==> config.mk <==
export PLATFORM = sky130hd
export DESIGN_NAME = arc_polygon_segment_generator_top
export DESIGN_NICKNAME = d
export VERILOG_FILES = /design/src/apsg_pkg.sv /design/src/apsg_front.sv /design/src/apsg_queue.sv /design/src/apsg_back.sv /design/src/arc_polygon_segment_generator_top.sv
export SDC_FILE = /design/constraint.sdc
export NUM_CORES = 2
export LEC_CHECK = 0
export ABC_AREA = 1
export BUFFER_PORTS_ARGS = -buffer_cell sky130_fd_sc_hd__buf_2
export CORE_MARGIN = 1.5
export CORE_UTILIZATION = 48
export CTS_CLUSTER_DIAMETER = 40
export DETAILED_ROUTE_END_ITERATION = 12
export PLACE_DENSITY = 0.74
export REMOVE_ABC_BUFFERS = 1
export SLEW_MARGIN = 15
export SYNTH_ARGS = -nofsm -noshare
export SYNTH_HDL_FRONTEND = slang
export SYNTH_SLANG_ARGS = --single-unit
==> constraint.sdc <==
create_clock -name clk -period 8.73 [get_ports clk]
set_input_delay 1.3095 -clock clk [delete_from_list [all_inputs] [get_ports clk]]
set_output_delay 1.3095 -clock clk [all_outputs]
set_load 0.05 [all_outputs]
==> src/apsg_pkg.sv <==
package apsg_pkg;

    localparam int DEF_MAX_SIDES     = 64;
    localparam int DEF_CORDIC_STAGES = 16;
    localparam int RESULT_CAP        = 64;
    localparam int ANG_W             = 20;
    localparam logic signed [31:0] CORDIC_GAIN = 32'sd652032874;

    // one prepared arc, passed from front to back
    typedef struct packed {
        logic signed [15:0]      cx;
        logic signed [15:0]      cy;
        logic [14:0]             r;
        logic [6:0]              n;
        logic signed [ANG_W-1:0] start;
        logic signed [ANG_W-1:0] stop;
        logic [16:0]             q0;
        logic [7:0]              r0;
    } arc_t;

    typedef struct packed {
        logic full;
        logic empty;
    } q_stat_t;

    // arctan of 2^-i in units of 2^32 per turn
    function automatic logic [29:0] atan_lut(input logic [4:0] i);
        logic [29:0] v;
        case (i)
            5'd0:  v = 30'h20000000;
            5'd1:  v = 30'h12E4051E;
            5'd2:  v = 30'h09FB385B;
            5'd3:  v = 30'h051111D4;
            5'd4:  v = 30'h028B0D43;
            5'd5:  v = 30'h0145D7E1;
            5'd6:  v = 30'h00A2F61E;
            5'd7:  v = 30'h00517C55;
            5'd8:  v = 30'h0028BE53;
            5'd9:  v = 30'h00145F2F;
            5'd10: v = 30'h000A2F98;
            5'd11: v = 30'h000517CC;
            5'd12: v = 30'h00028BE6;
            5'd13: v = 30'h000145F3;
            5'd14: v = 30'h0000A2FA;
            5'd15: v = 30'h0000517D;
            5'd16: v = 30'h000028BE;
            5'd17: v = 30'h0000145F;
            5'd18: v = 30'h00000A30;
            5'd19: v = 30'h00000518;
            5'd20: v = 30'h0000028C;
            5'd21: v = 30'h00000146;
            5'd22: v = 30'h000000A3;
            5'd23: v = 30'h00000051;
            default: v = 30'h0;
        endcase
        return v;
    endfunction

endpackage

==> src/apsg_front.sv <==
module apsg_front
    import apsg_pkg::*;
#(
    parameter int MAX_SIDES = DEF_MAX_SIDES
)(
    input  logic        clk,
    input  logic        rst_n,
    input  logic        in_valid,
    output logic        in_ready,
    input  logic [75:0] in_data,
    input  q_stat_t     q_stat,
    output logic        push,
    output arc_t        push_arc
);

    localparam int LIM = (MAX_SIDES < RESULT_CAP) ? MAX_SIDES : RESULT_CAP;

    typedef enum logic [2:0] {IDLE, MULT, SUM, DIV, LOAD, PUSH} state_t;

    state_t state_reg;
    arc_t arc_reg;
    logic signed [10:0] sdeg_reg, edeg_reg;
    logic [11:0] spos, epos;
    logic [27:0] sprod_reg, eprod_reg;
    logic [4:0] div_cnt_reg;
    logic [7:0] rem_reg;
    logic [16:0] quo_reg;
    logic [6:0] n_raw, n_clamp;
    logic [7:0] rem_sh;
    logic [19:0] sbau, ebau;

    // offset by three turns so the conversion stays non-negative
    assign spos = 12'(13'(signed'(sdeg_reg)) + 13'sd1080);
    assign epos = 12'(13'(signed'(edeg_reg)) + 13'sd1080);

    // round(deg * 65536 / 360): pos*182 + floor((pos*4 + 45) / 90) - 3 turns
    assign sbau = 20'({8'd0, spos} * 20'd182 + 20'(sprod_reg[27:20]) - 20'd196608);
    assign ebau = 20'({8'd0, epos} * 20'd182 + 20'(eprod_reg[27:20]) - 20'd196608);

    // side count clamp
    assign n_raw = in_data[53:47];
    always_comb
    begin
        n_clamp = n_raw;
        if (n_raw == 7'd0)
            n_clamp = 7'd1;
        else if (int'(n_raw) > LIM)
            n_clamp = 7'(LIM);
    end

    // restoring step for 65536 / n
    assign rem_sh = {rem_reg[6:0], (div_cnt_reg == 5'd16)};

    assign in_ready = (state_reg == IDLE);
    assign push     = (state_reg == PUSH) && !q_stat.full;
    assign push_arc = arc_reg;

    // sequencer and prepared fields
    always_ff @(posedge clk or negedge rst_n)
    begin
        if (!rst_n)
        begin
            state_reg <= IDLE;
        end
        else
        begin
            case (state_reg)
                IDLE:
                begin
                    if (in_valid)
                    begin
                        arc_reg.cx <= in_data[15:0];
                        arc_reg.cy <= in_data[31:16];
                        arc_reg.r  <= in_data[46:32];
                        arc_reg.n  <= n_clamp;
                        sdeg_reg   <= in_data[64:54];
                        edeg_reg   <= in_data[75:65];
                        state_reg  <= MULT;
                    end
                end
                MULT:
                begin
                    sprod_reg <= 28'({2'd0, spos, 2'd0} + 16'd45) * 28'd11651;
                    eprod_reg <= 28'({2'd0, epos, 2'd0} + 16'd45) * 28'd11651;
                    state_reg <= SUM;
                end
                SUM:
                begin
                    arc_reg.start <= signed'(sbau);
                    arc_reg.stop  <= signed'(ebau);
                    rem_reg       <= 8'd0;
                    quo_reg       <= 17'd0;
                    div_cnt_reg   <= 5'd16;
                    state_reg     <= DIV;
                end
                DIV:
                begin
                    if (rem_sh >= {1'b0, arc_reg.n})
                    begin
                        rem_reg <= rem_sh - {1'b0, arc_reg.n};
                        quo_reg <= {quo_reg[15:0], 1'b1};
                    end
                    else
                    begin
                        rem_reg <= rem_sh;
                        quo_reg <= {quo_reg[15:0], 1'b0};
                    end
                    if (div_cnt_reg == 5'd0)
                        state_reg <= LOAD;
                    else
                        div_cnt_reg <= div_cnt_reg - 5'd1;
                end
                // step size into the prepared arc before it is offered
                LOAD:
                begin
                    arc_reg.q0 <= quo_reg;
                    arc_reg.r0 <= {rem_reg[6:0], 1'b0};
                    state_reg  <= PUSH;
                end
                PUSH:
                begin
                    if (!q_stat.full)
                        state_reg <= IDLE;
                end
                default: state_reg <= IDLE;
            endcase
        end
    end

endmodule

==> src/apsg_queue.sv <==
module apsg_queue
    import apsg_pkg::*;
(
    input  logic    clk,
    input  logic    rst_n,
    input  logic    push,
    input  arc_t    push_arc,
    input  logic    pop,
    output arc_t    head,
    output q_stat_t stat
);

    arc_t mem_reg [2];
    logic wr_ptr_reg, rd_ptr_reg;
    logic [1:0] cnt_reg;

    assign head       = mem_reg[rd_ptr_reg];
    assign stat.full  = (cnt_reg == 2'd2);
    assign stat.empty = (cnt_reg == 2'd0);

    // two-entry queue between front and back
    always_ff @(posedge clk or negedge rst_n)
    begin
        if (!rst_n)
        begin
            wr_ptr_reg <= 1'b0;
            rd_ptr_reg <= 1'b0;
            cnt_reg    <= 2'd0;
        end
        else
        begin
            if (push)
            begin
                mem_reg[wr_ptr_reg] <= push_arc;
                wr_ptr_reg <= ~wr_ptr_reg;
            end
            if (pop)
                rd_ptr_reg <= ~rd_ptr_reg;
            cnt_reg <= cnt_reg + {1'b0, push} - {1'b0, pop};
        end
    end

endmodule

==> src/apsg_back.sv <==
module apsg_back
    import apsg_pkg::*;
#(
    parameter int CORDIC_STAGES = DEF_CORDIC_STAGES
)(
    input  logic        clk,
    input  logic        rst_n,
    input  arc_t        head,
    input  q_stat_t     q_stat,
    output logic        pop,
    output logic        out_valid,
    input  logic        out_ready,
    output logic [71:0] out_data,
    output logic        out_last
);

    localparam int IW = (CORDIC_STAGES > 1) ? $clog2(CORDIC_STAGES) : 1;

    typedef enum logic [2:0] {IDLE, INIT, ROT, MUL, SUM, EMIT} state_t;

    state_t state_reg;
    arc_t arc_reg;
    logic [16:0] q_reg, q_next;
    logic [7:0] rem_reg, rem_next;
    logic [8:0] rem_sum;
    logic [6:0] j_reg;
    logic first_reg, flip_reg;
    logic signed [ANG_W-1:0] ang_reg, ang_next;
    logic signed [31:0] x_reg, y_reg;
    logic signed [32:0] z_reg;
    logic [IW-1:0] i_reg;
    logic signed [47:0] px_reg, py_reg;
    logic signed [47:0] rx, ry;
    logic signed [16:0] vx, vy;
    logic signed [16:0] bx_reg, by_reg, ex_reg, ey_reg;
    logic signed [31:0] dx, dy;
    logic signed [32:0] at;
    logic [15:0] b16;
    logic flip_c, last_c, slot_free;
    logic out_valid_reg, out_last_reg;
    logic [71:0] out_data_reg;

    // next vertex angle: quotient and remainder of j*65536/n kept incrementally
    always_comb
    begin
        rem_sum  = {1'b0, rem_reg} + {1'b0, arc_reg.r0};
        q_next   = q_reg + arc_reg.q0;
        rem_next = rem_sum[7:0];
        if (rem_sum >= {1'b0, arc_reg.n, 1'b0})
        begin
            rem_next = 8'(rem_sum - {1'b0, arc_reg.n, 1'b0});
            q_next   = q_reg + arc_reg.q0 + 17'd1;
        end
        ang_next = arc_reg.start + signed'({3'd0, q_next});
    end

    // fold the angle into [-90, 90) degrees
    assign b16    = ang_reg[15:0];
    assign flip_c = b16[15] ^ b16[14];

    // one cordic micro-rotation
    assign dx = y_reg >>> i_reg;
    assign dy = x_reg >>> i_reg;
    assign at = signed'({3'd0, atan_lut(5'(i_reg))});

    // round product back to coordinate scale and add the centre
    assign rx = px_reg + 48'sd536870912;
    assign ry = py_reg + 48'sd536870912;
    assign vx = 17'(rx >>> 30) + 17'(arc_reg.cx);
    assign vy = 17'(ry >>> 30) + 17'(arc_reg.cy);

    assign last_c    = (ang_reg >= arc_reg.stop) || (j_reg == arc_reg.n);
    assign slot_free = !out_valid_reg || out_ready;
    assign pop       = (state_reg == IDLE) && !q_stat.empty;

    assign out_valid = out_valid_reg;
    assign out_data  = out_data_reg;
    assign out_last  = out_last_reg;

    // vertex sequencer and output register
    always_ff @(posedge clk or negedge rst_n)
    begin
        if (!rst_n)
        begin
            state_reg     <= IDLE;
            out_valid_reg <= 1'b0;
        end
        else
        begin
            if (out_valid_reg && out_ready && (state_reg != EMIT))
                out_valid_reg <= 1'b0;
            case (state_reg)
                IDLE:
                begin
                    if (!q_stat.empty)
                    begin
                        arc_reg   <= head;
                        ang_reg   <= head.start;
                        q_reg     <= 17'd0;
                        rem_reg   <= {1'b0, head.n};
                        j_reg     <= 7'd0;
                        first_reg <= 1'b1;
                        state_reg <= INIT;
                    end
                end
                INIT:
                begin
                    flip_reg  <= flip_c;
                    x_reg     <= CORDIC_GAIN;
                    y_reg     <= 32'sd0;
                    z_reg     <= signed'({b16[15] ^ flip_c, b16[15] ^ flip_c,
                                          b16[14:0], 16'd0});
                    i_reg     <= '0;
                    state_reg <= ROT;
                end
                ROT:
                begin
                    if (!z_reg[32])
                    begin
                        x_reg <= x_reg - dx;
                        y_reg <= y_reg + dy;
                        z_reg <= z_reg - at;
                    end
                    else
                    begin
                        x_reg <= x_reg + dx;
                        y_reg <= y_reg - dy;
                        z_reg <= z_reg + at;
                    end
                    if (int'(i_reg) == CORDIC_STAGES - 1)
                        state_reg <= MUL;
                    else
                        i_reg <= i_reg + 1'b1;
                end
                MUL:
                begin
                    px_reg <= signed'({1'b0, arc_reg.r})
                              * (flip_reg ? -x_reg : x_reg);
                    py_reg <= signed'({1'b0, arc_reg.r})
                              * (flip_reg ? -y_reg : y_reg);
                    state_reg <= SUM;
                end
                SUM:
                begin
                    if (first_reg)
                    begin
                        bx_reg    <= vx;
                        by_reg    <= vy;
                        first_reg <= 1'b0;
                        q_reg     <= q_next;
                        rem_reg   <= rem_next;
                        ang_reg   <= ang_next;
                        j_reg     <= j_reg + 7'd1;
                        state_reg <= INIT;
                    end
                    else
                    begin
                        ex_reg    <= vx;
                        ey_reg    <= vy;
                        state_reg <= EMIT;
                    end
                end
                EMIT:
                begin
                    if (slot_free)
                    begin
                        out_valid_reg <= 1'b1;
                        out_last_reg  <= last_c;
                        out_data_reg  <= {4'd0, ey_reg, ex_reg, by_reg, bx_reg};
                        if (last_c)
                        begin
                            state_reg <= IDLE;
                        end
                        else
                        begin
                            bx_reg    <= ex_reg;
                            by_reg    <= ey_reg;
                            q_reg     <= q_next;
                            rem_reg   <= rem_next;
                            ang_reg   <= ang_next;
                            j_reg     <= j_reg + 7'd1;
                            state_reg <= INIT;
                        end
                    end
                end
                default: state_reg <= IDLE;
            endcase
        end
    end

endmodule

==> src/arc_polygon_segment_generator_top.sv <==
// Arc polygon segment generator. Each request on the slave side describes an
// arc (centre, radius, side count, start and end angle in whole degrees); the
// block returns one line segment per polygon step on the master side, the
// final one with tlast set. Sides of 0 count as 1 and larger counts clamp to
// MAX_SIDES (never above 64). A front section converts the angles and works
// out the step size with a serial restoring divider, and hands the arc
// through a two-entry queue to the back section, which runs a single
// iterative CORDIC: each vertex passes through INIT, the ROT iterations, MUL
// and SUM, and an arc stops early when the end angle is reached. The front
// takes the next request while the back is still busy, and a finished
// segment waits in an output register.
module arc_polygon_segment_generator_top
    import apsg_pkg::*;
#(
    parameter int MAX_SIDES     = DEF_MAX_SIDES,
    parameter int CORDIC_STAGES = DEF_CORDIC_STAGES
)(
    input  logic        clk,
    input  logic        rst_n,
    input  logic        s_axis_tvalid,
    output logic        s_axis_tready,
    // centre_x, centre_y, radius, sides, start_degrees, end_degrees, pad
    input  logic [79:0] s_axis_tdata,
    output logic        m_axis_tvalid,
    input  logic        m_axis_tready,
    // seg_x_begin, seg_y_begin, seg_x_end, seg_y_end, pad
    output logic [71:0] m_axis_tdata,
    output logic        m_axis_tlast
);

    q_stat_t q_stat;
    arc_t push_arc, head;
    logic push, pop;

    apsg_front #(
        .MAX_SIDES (MAX_SIDES)
    ) u_front (
        .clk      (clk),
        .rst_n    (rst_n),
        .in_valid (s_axis_tvalid),
        .in_ready (s_axis_tready),
        .in_data  (s_axis_tdata[75:0]),
        .q_stat   (q_stat),
        .push     (push),
        .push_arc (push_arc)
    );

    apsg_queue u_queue (
        .clk      (clk),
        .rst_n    (rst_n),
        .push     (push),
        .push_arc (push_arc),
        .pop      (pop),
        .head     (head),
        .stat     (q_stat)
    );

    apsg_back #(
        .CORDIC_STAGES (CORDIC_STAGES)
    ) u_back (
        .clk       (clk),
        .rst_n     (rst_n),
        .head      (head),
        .q_stat    (q_stat),
        .pop       (pop),
        .out_valid (m_axis_tvalid),
        .out_ready (m_axis_tready),
        .out_data  (m_axis_tdata),
        .out_last  (m_axis_tlast)
    );

    // never write into a full queue
    a_no_overflow: assert property (@(posedge clk) disable iff (!rst_n)
        push |-> !q_stat.full)
        else $error("queue overflow");

    // never read an empty queue
    a_no_underflow: assert property (@(posedge clk) disable iff (!rst_n)
        pop |-> !q_stat.empty)
        else $error("queue underflow");

    // the front is busy right after taking a request
    a_front_busy: assert property (@(posedge clk) disable iff (!rst_n)
        (s_axis_tvalid && s_axis_tready) |=> !s_axis_tready)
        else $error("front took two requests back to back");

endmodule

==> flow_summary.toml <==
[final_layout]
drive_gt1_share_pct = 6.56
design_area_um2 = 103000
largest_register_ffs = 236
utilization_pct = 53.1
syn_to_final_growth_pct = 9.60
nets = 12755
fillers = 17025

[synth]
synth-warning-count = 0
synthFlopType = "edfxtp_1"
ys_ff_latch = 908
postSynthAreaPerCell_um2 = 8.80
synth-edff-count = 867
synth_area_um2 = 93700
async_flop_share_pct = 1.21
yosysSeqAreaShare_pct = 28.7
ys_types = 66
syn_inst = 10644

[route]
wl_per_cell_um = 18.3
routed_wl_um = 247000
drtIter0Drc = 5832
drcViolationCount = 0
detail-route-antenna-nets = 0
vias = 72112
vias_per_cell = 5.36
first_pass_iters = 9

[floorplan]
die_w_um = 445
core_region_area_um2 = 193000
fp-row-count = 161
die_area_um2 = 198000
die_height_um = 445
start_util_pct = 48.5
io_pins = 159

[worst_setup_path]
start_kind = "flop"
rr_worst_depth = 33
crit_type = "flop to flop"
r2r-start = "u_back.y_reg[1]"
arrival_ps = 8770
ff2ff_setup_slack_ps = 480
cp.required_ps = 9250
critPathMostFrequentCell = "nand2_1"
slowest_delay_ps = 580
worstPathMaxFanout = 10
r2r_end = "u_back.py_reg[44]"
slowest_stage = "fa_1"
endpoint_kind = "flop"

[hold_path]
min_path_type = "flop to flop"
min_from = "u_front.push_arc[20]"
whs_path_depth = 0
hold_end = "u_queue.mem_reg[1][19]"

[sta]
worst_slew_pin_slew_ps = 1190
slew_headroom_pct = 20.4
fin_setup_tns_ps = 0
setup_viol = 0
hold_viol = 0
fin_crit_sh_pct = 94.5
fin_skew_ps = 78.3
layout_min_cycle_time_ps = 8250
timing.final.ws_setup_ps = 477
drv_slew = 0
fmax_ghz = 0.121

[global_route]
grt_use_total_pct = 25.1
grt_max_degree = 77
antenna_found_initial = 3
grt_pass1_wl_um = 394000
grt-ovfl-total = 0
grt_pass1_vias = 74497

[status]
outcome = "finished clean"

[placed_design]
hpwl_um = 196000
dp_slack_ps = 566
io_buffers = 150
place.gp.congestion = 1.02
dpl_cell_area_um2 = 97800

[cts]
cts_root_buf = "clkbuf_16"
clock_sinks = 908
post-cts-setup-buffers = 0
cts.clk_slew.worst_paths_ps = 60
tritoncts = "built"
cts_buffer_depth = 3
clkLatencyLatePin_ps = 800
cts_max_level = 4
cts_made_buffers = 132

[job]
cap_violations = 0
-- cell type report --
cell class / instances / area [um2] / share of cell area (%)
timing repair buffer: 321 / 2120 / 2.07
inverter: 2029 / 7620 / 7.43
multi-input combinational: 7432 / 58100 / 56.6
tap: 2526 / 3160 / 3.08
clock buffer: 147 / 3400 / 3.31
clock inverter: 98 / 1370 / 1.33
sequential: 908 / 26900 / 26.2
antenna: 1 / 2.50 / 0.00244
-- critical path: cells and delay by family, from the launching register on --
family | cells | cell delay [ps]
AO/OA/AOI/OAI | 3 | 590
buffers and inverters | 6 | 840
flip-flops | 1 | 490
AND/OR/NAND/NOR | 15 | 2330
XOR/XNOR | 1 | 70
adder cells (fa/ha/maj) | 8 | 3700
-- cells in the mapped netlist (123+ instances only) --
cell type  number  area (um2)
inv_1        1997        7500
o21ai_0       364        1820
clkbuf_1      218         818
a21oi_1       468        2340
nand3_1       287        1440
edfxtp_1      867       26000
ha_1          738        9230
nor2_1       1008        3780
xor2_1        280        2450
nand2_1      2314        8690
fa_1         1109       22200
o21ai_1       123         616
-- timing repair --
| action | in CTS | in global routing |
|---|---|---|
| resized for setup | 0 | 3 |
| endpoints found under the setup margin | 0 | 4 |
| hold buffers | 0 | 0 |
-- stage by stage --
step / hold slack (ps) / cells
2_1_floorplan: 400 / 10369
3_3_place_gp: 404 / 13215
3_5_place_dp: 406 / 13215
4_1_cts: 386 / 13460
5_1_grt: 411 / 13462
6_report: 414 / 13462
-- placed cells by master, fill, tap and decap left out, types with 24 or more instances in the layout --
master,netlist,final
nand3_1,287,287
a31oi_1,34,34
xnor2_1,102,102
o21ai_1,123,124
a21oi_1,468,467
fa_1,1109,1109
ha_1,738,738
nor3_1,104,96
inv_1,1997,1993
a21o_1,28,28
nor2_1,1008,1001
buf_2,31,150
o211ai_1,35,35
o21ai_0,364,363
xor2_1,280,279
clkbuf_16,0,133
nand4_1,84,84
buf_4,5,164
mux2i_1,31,31
a21boi_0,24,24
or2_2,40,40
dfxtp_1,30,30
o21a_1,41,41
edfxtp_1,867,867
inv_2,24,26
nand2_1,2314,2312
-- cell families (layout without fill, tap and decap cells) --
| kind of cell | count (synthesis) | in the layout | synth area share [%] |
|---|---|---|---|
| other cells | 2 | 15 | 0.00802 |
| flops | 908 | 908 | 28.7 |
| xor+xnor | 383 | 383 | 3.60 |
| simple gates | 3939 | 3939 | 17.0 |
| compound gates | 1217 | 1217 | 7.24 |
| buf+inv | 2316 | 2595 | 9.44 |
| mux | 32 | 32 | 0.355 |
| fa+ha+maj | 1847 | 1847 | 33.6 |
-- how the worst max path moves through the flow --
stage                    startpoint                   to
finish              u_back.y_reg[1]    u_back.py_reg[44]
global placement    u_back.x_reg[1]    u_back.px_reg[46]
floorplan                     rst_n  u_back.arc_reg[100]
detailed placement  u_back.y_reg[1]    u_back.py_reg[45]
global route        u_back.y_reg[1]    u_back.py_reg[44]
CTS                 u_back.y_reg[1]    u_back.py_reg[44]
-- per-layer routing --
layer / vias up / global-route usage, % / wire [um]
met2: 2570 / 43.0 / 120000
li1: 33966 / - / -
met3: 576 / 4.61 / 18000
met5: - / 0 / 7
met4: 2 / 10.7 / 11200
met1: 34998 / 31.2 / 98000
Power is left out: the tool's default activity adds up to more than one toggle a clock period on the data nets, which glitch-free logic cannot reach.
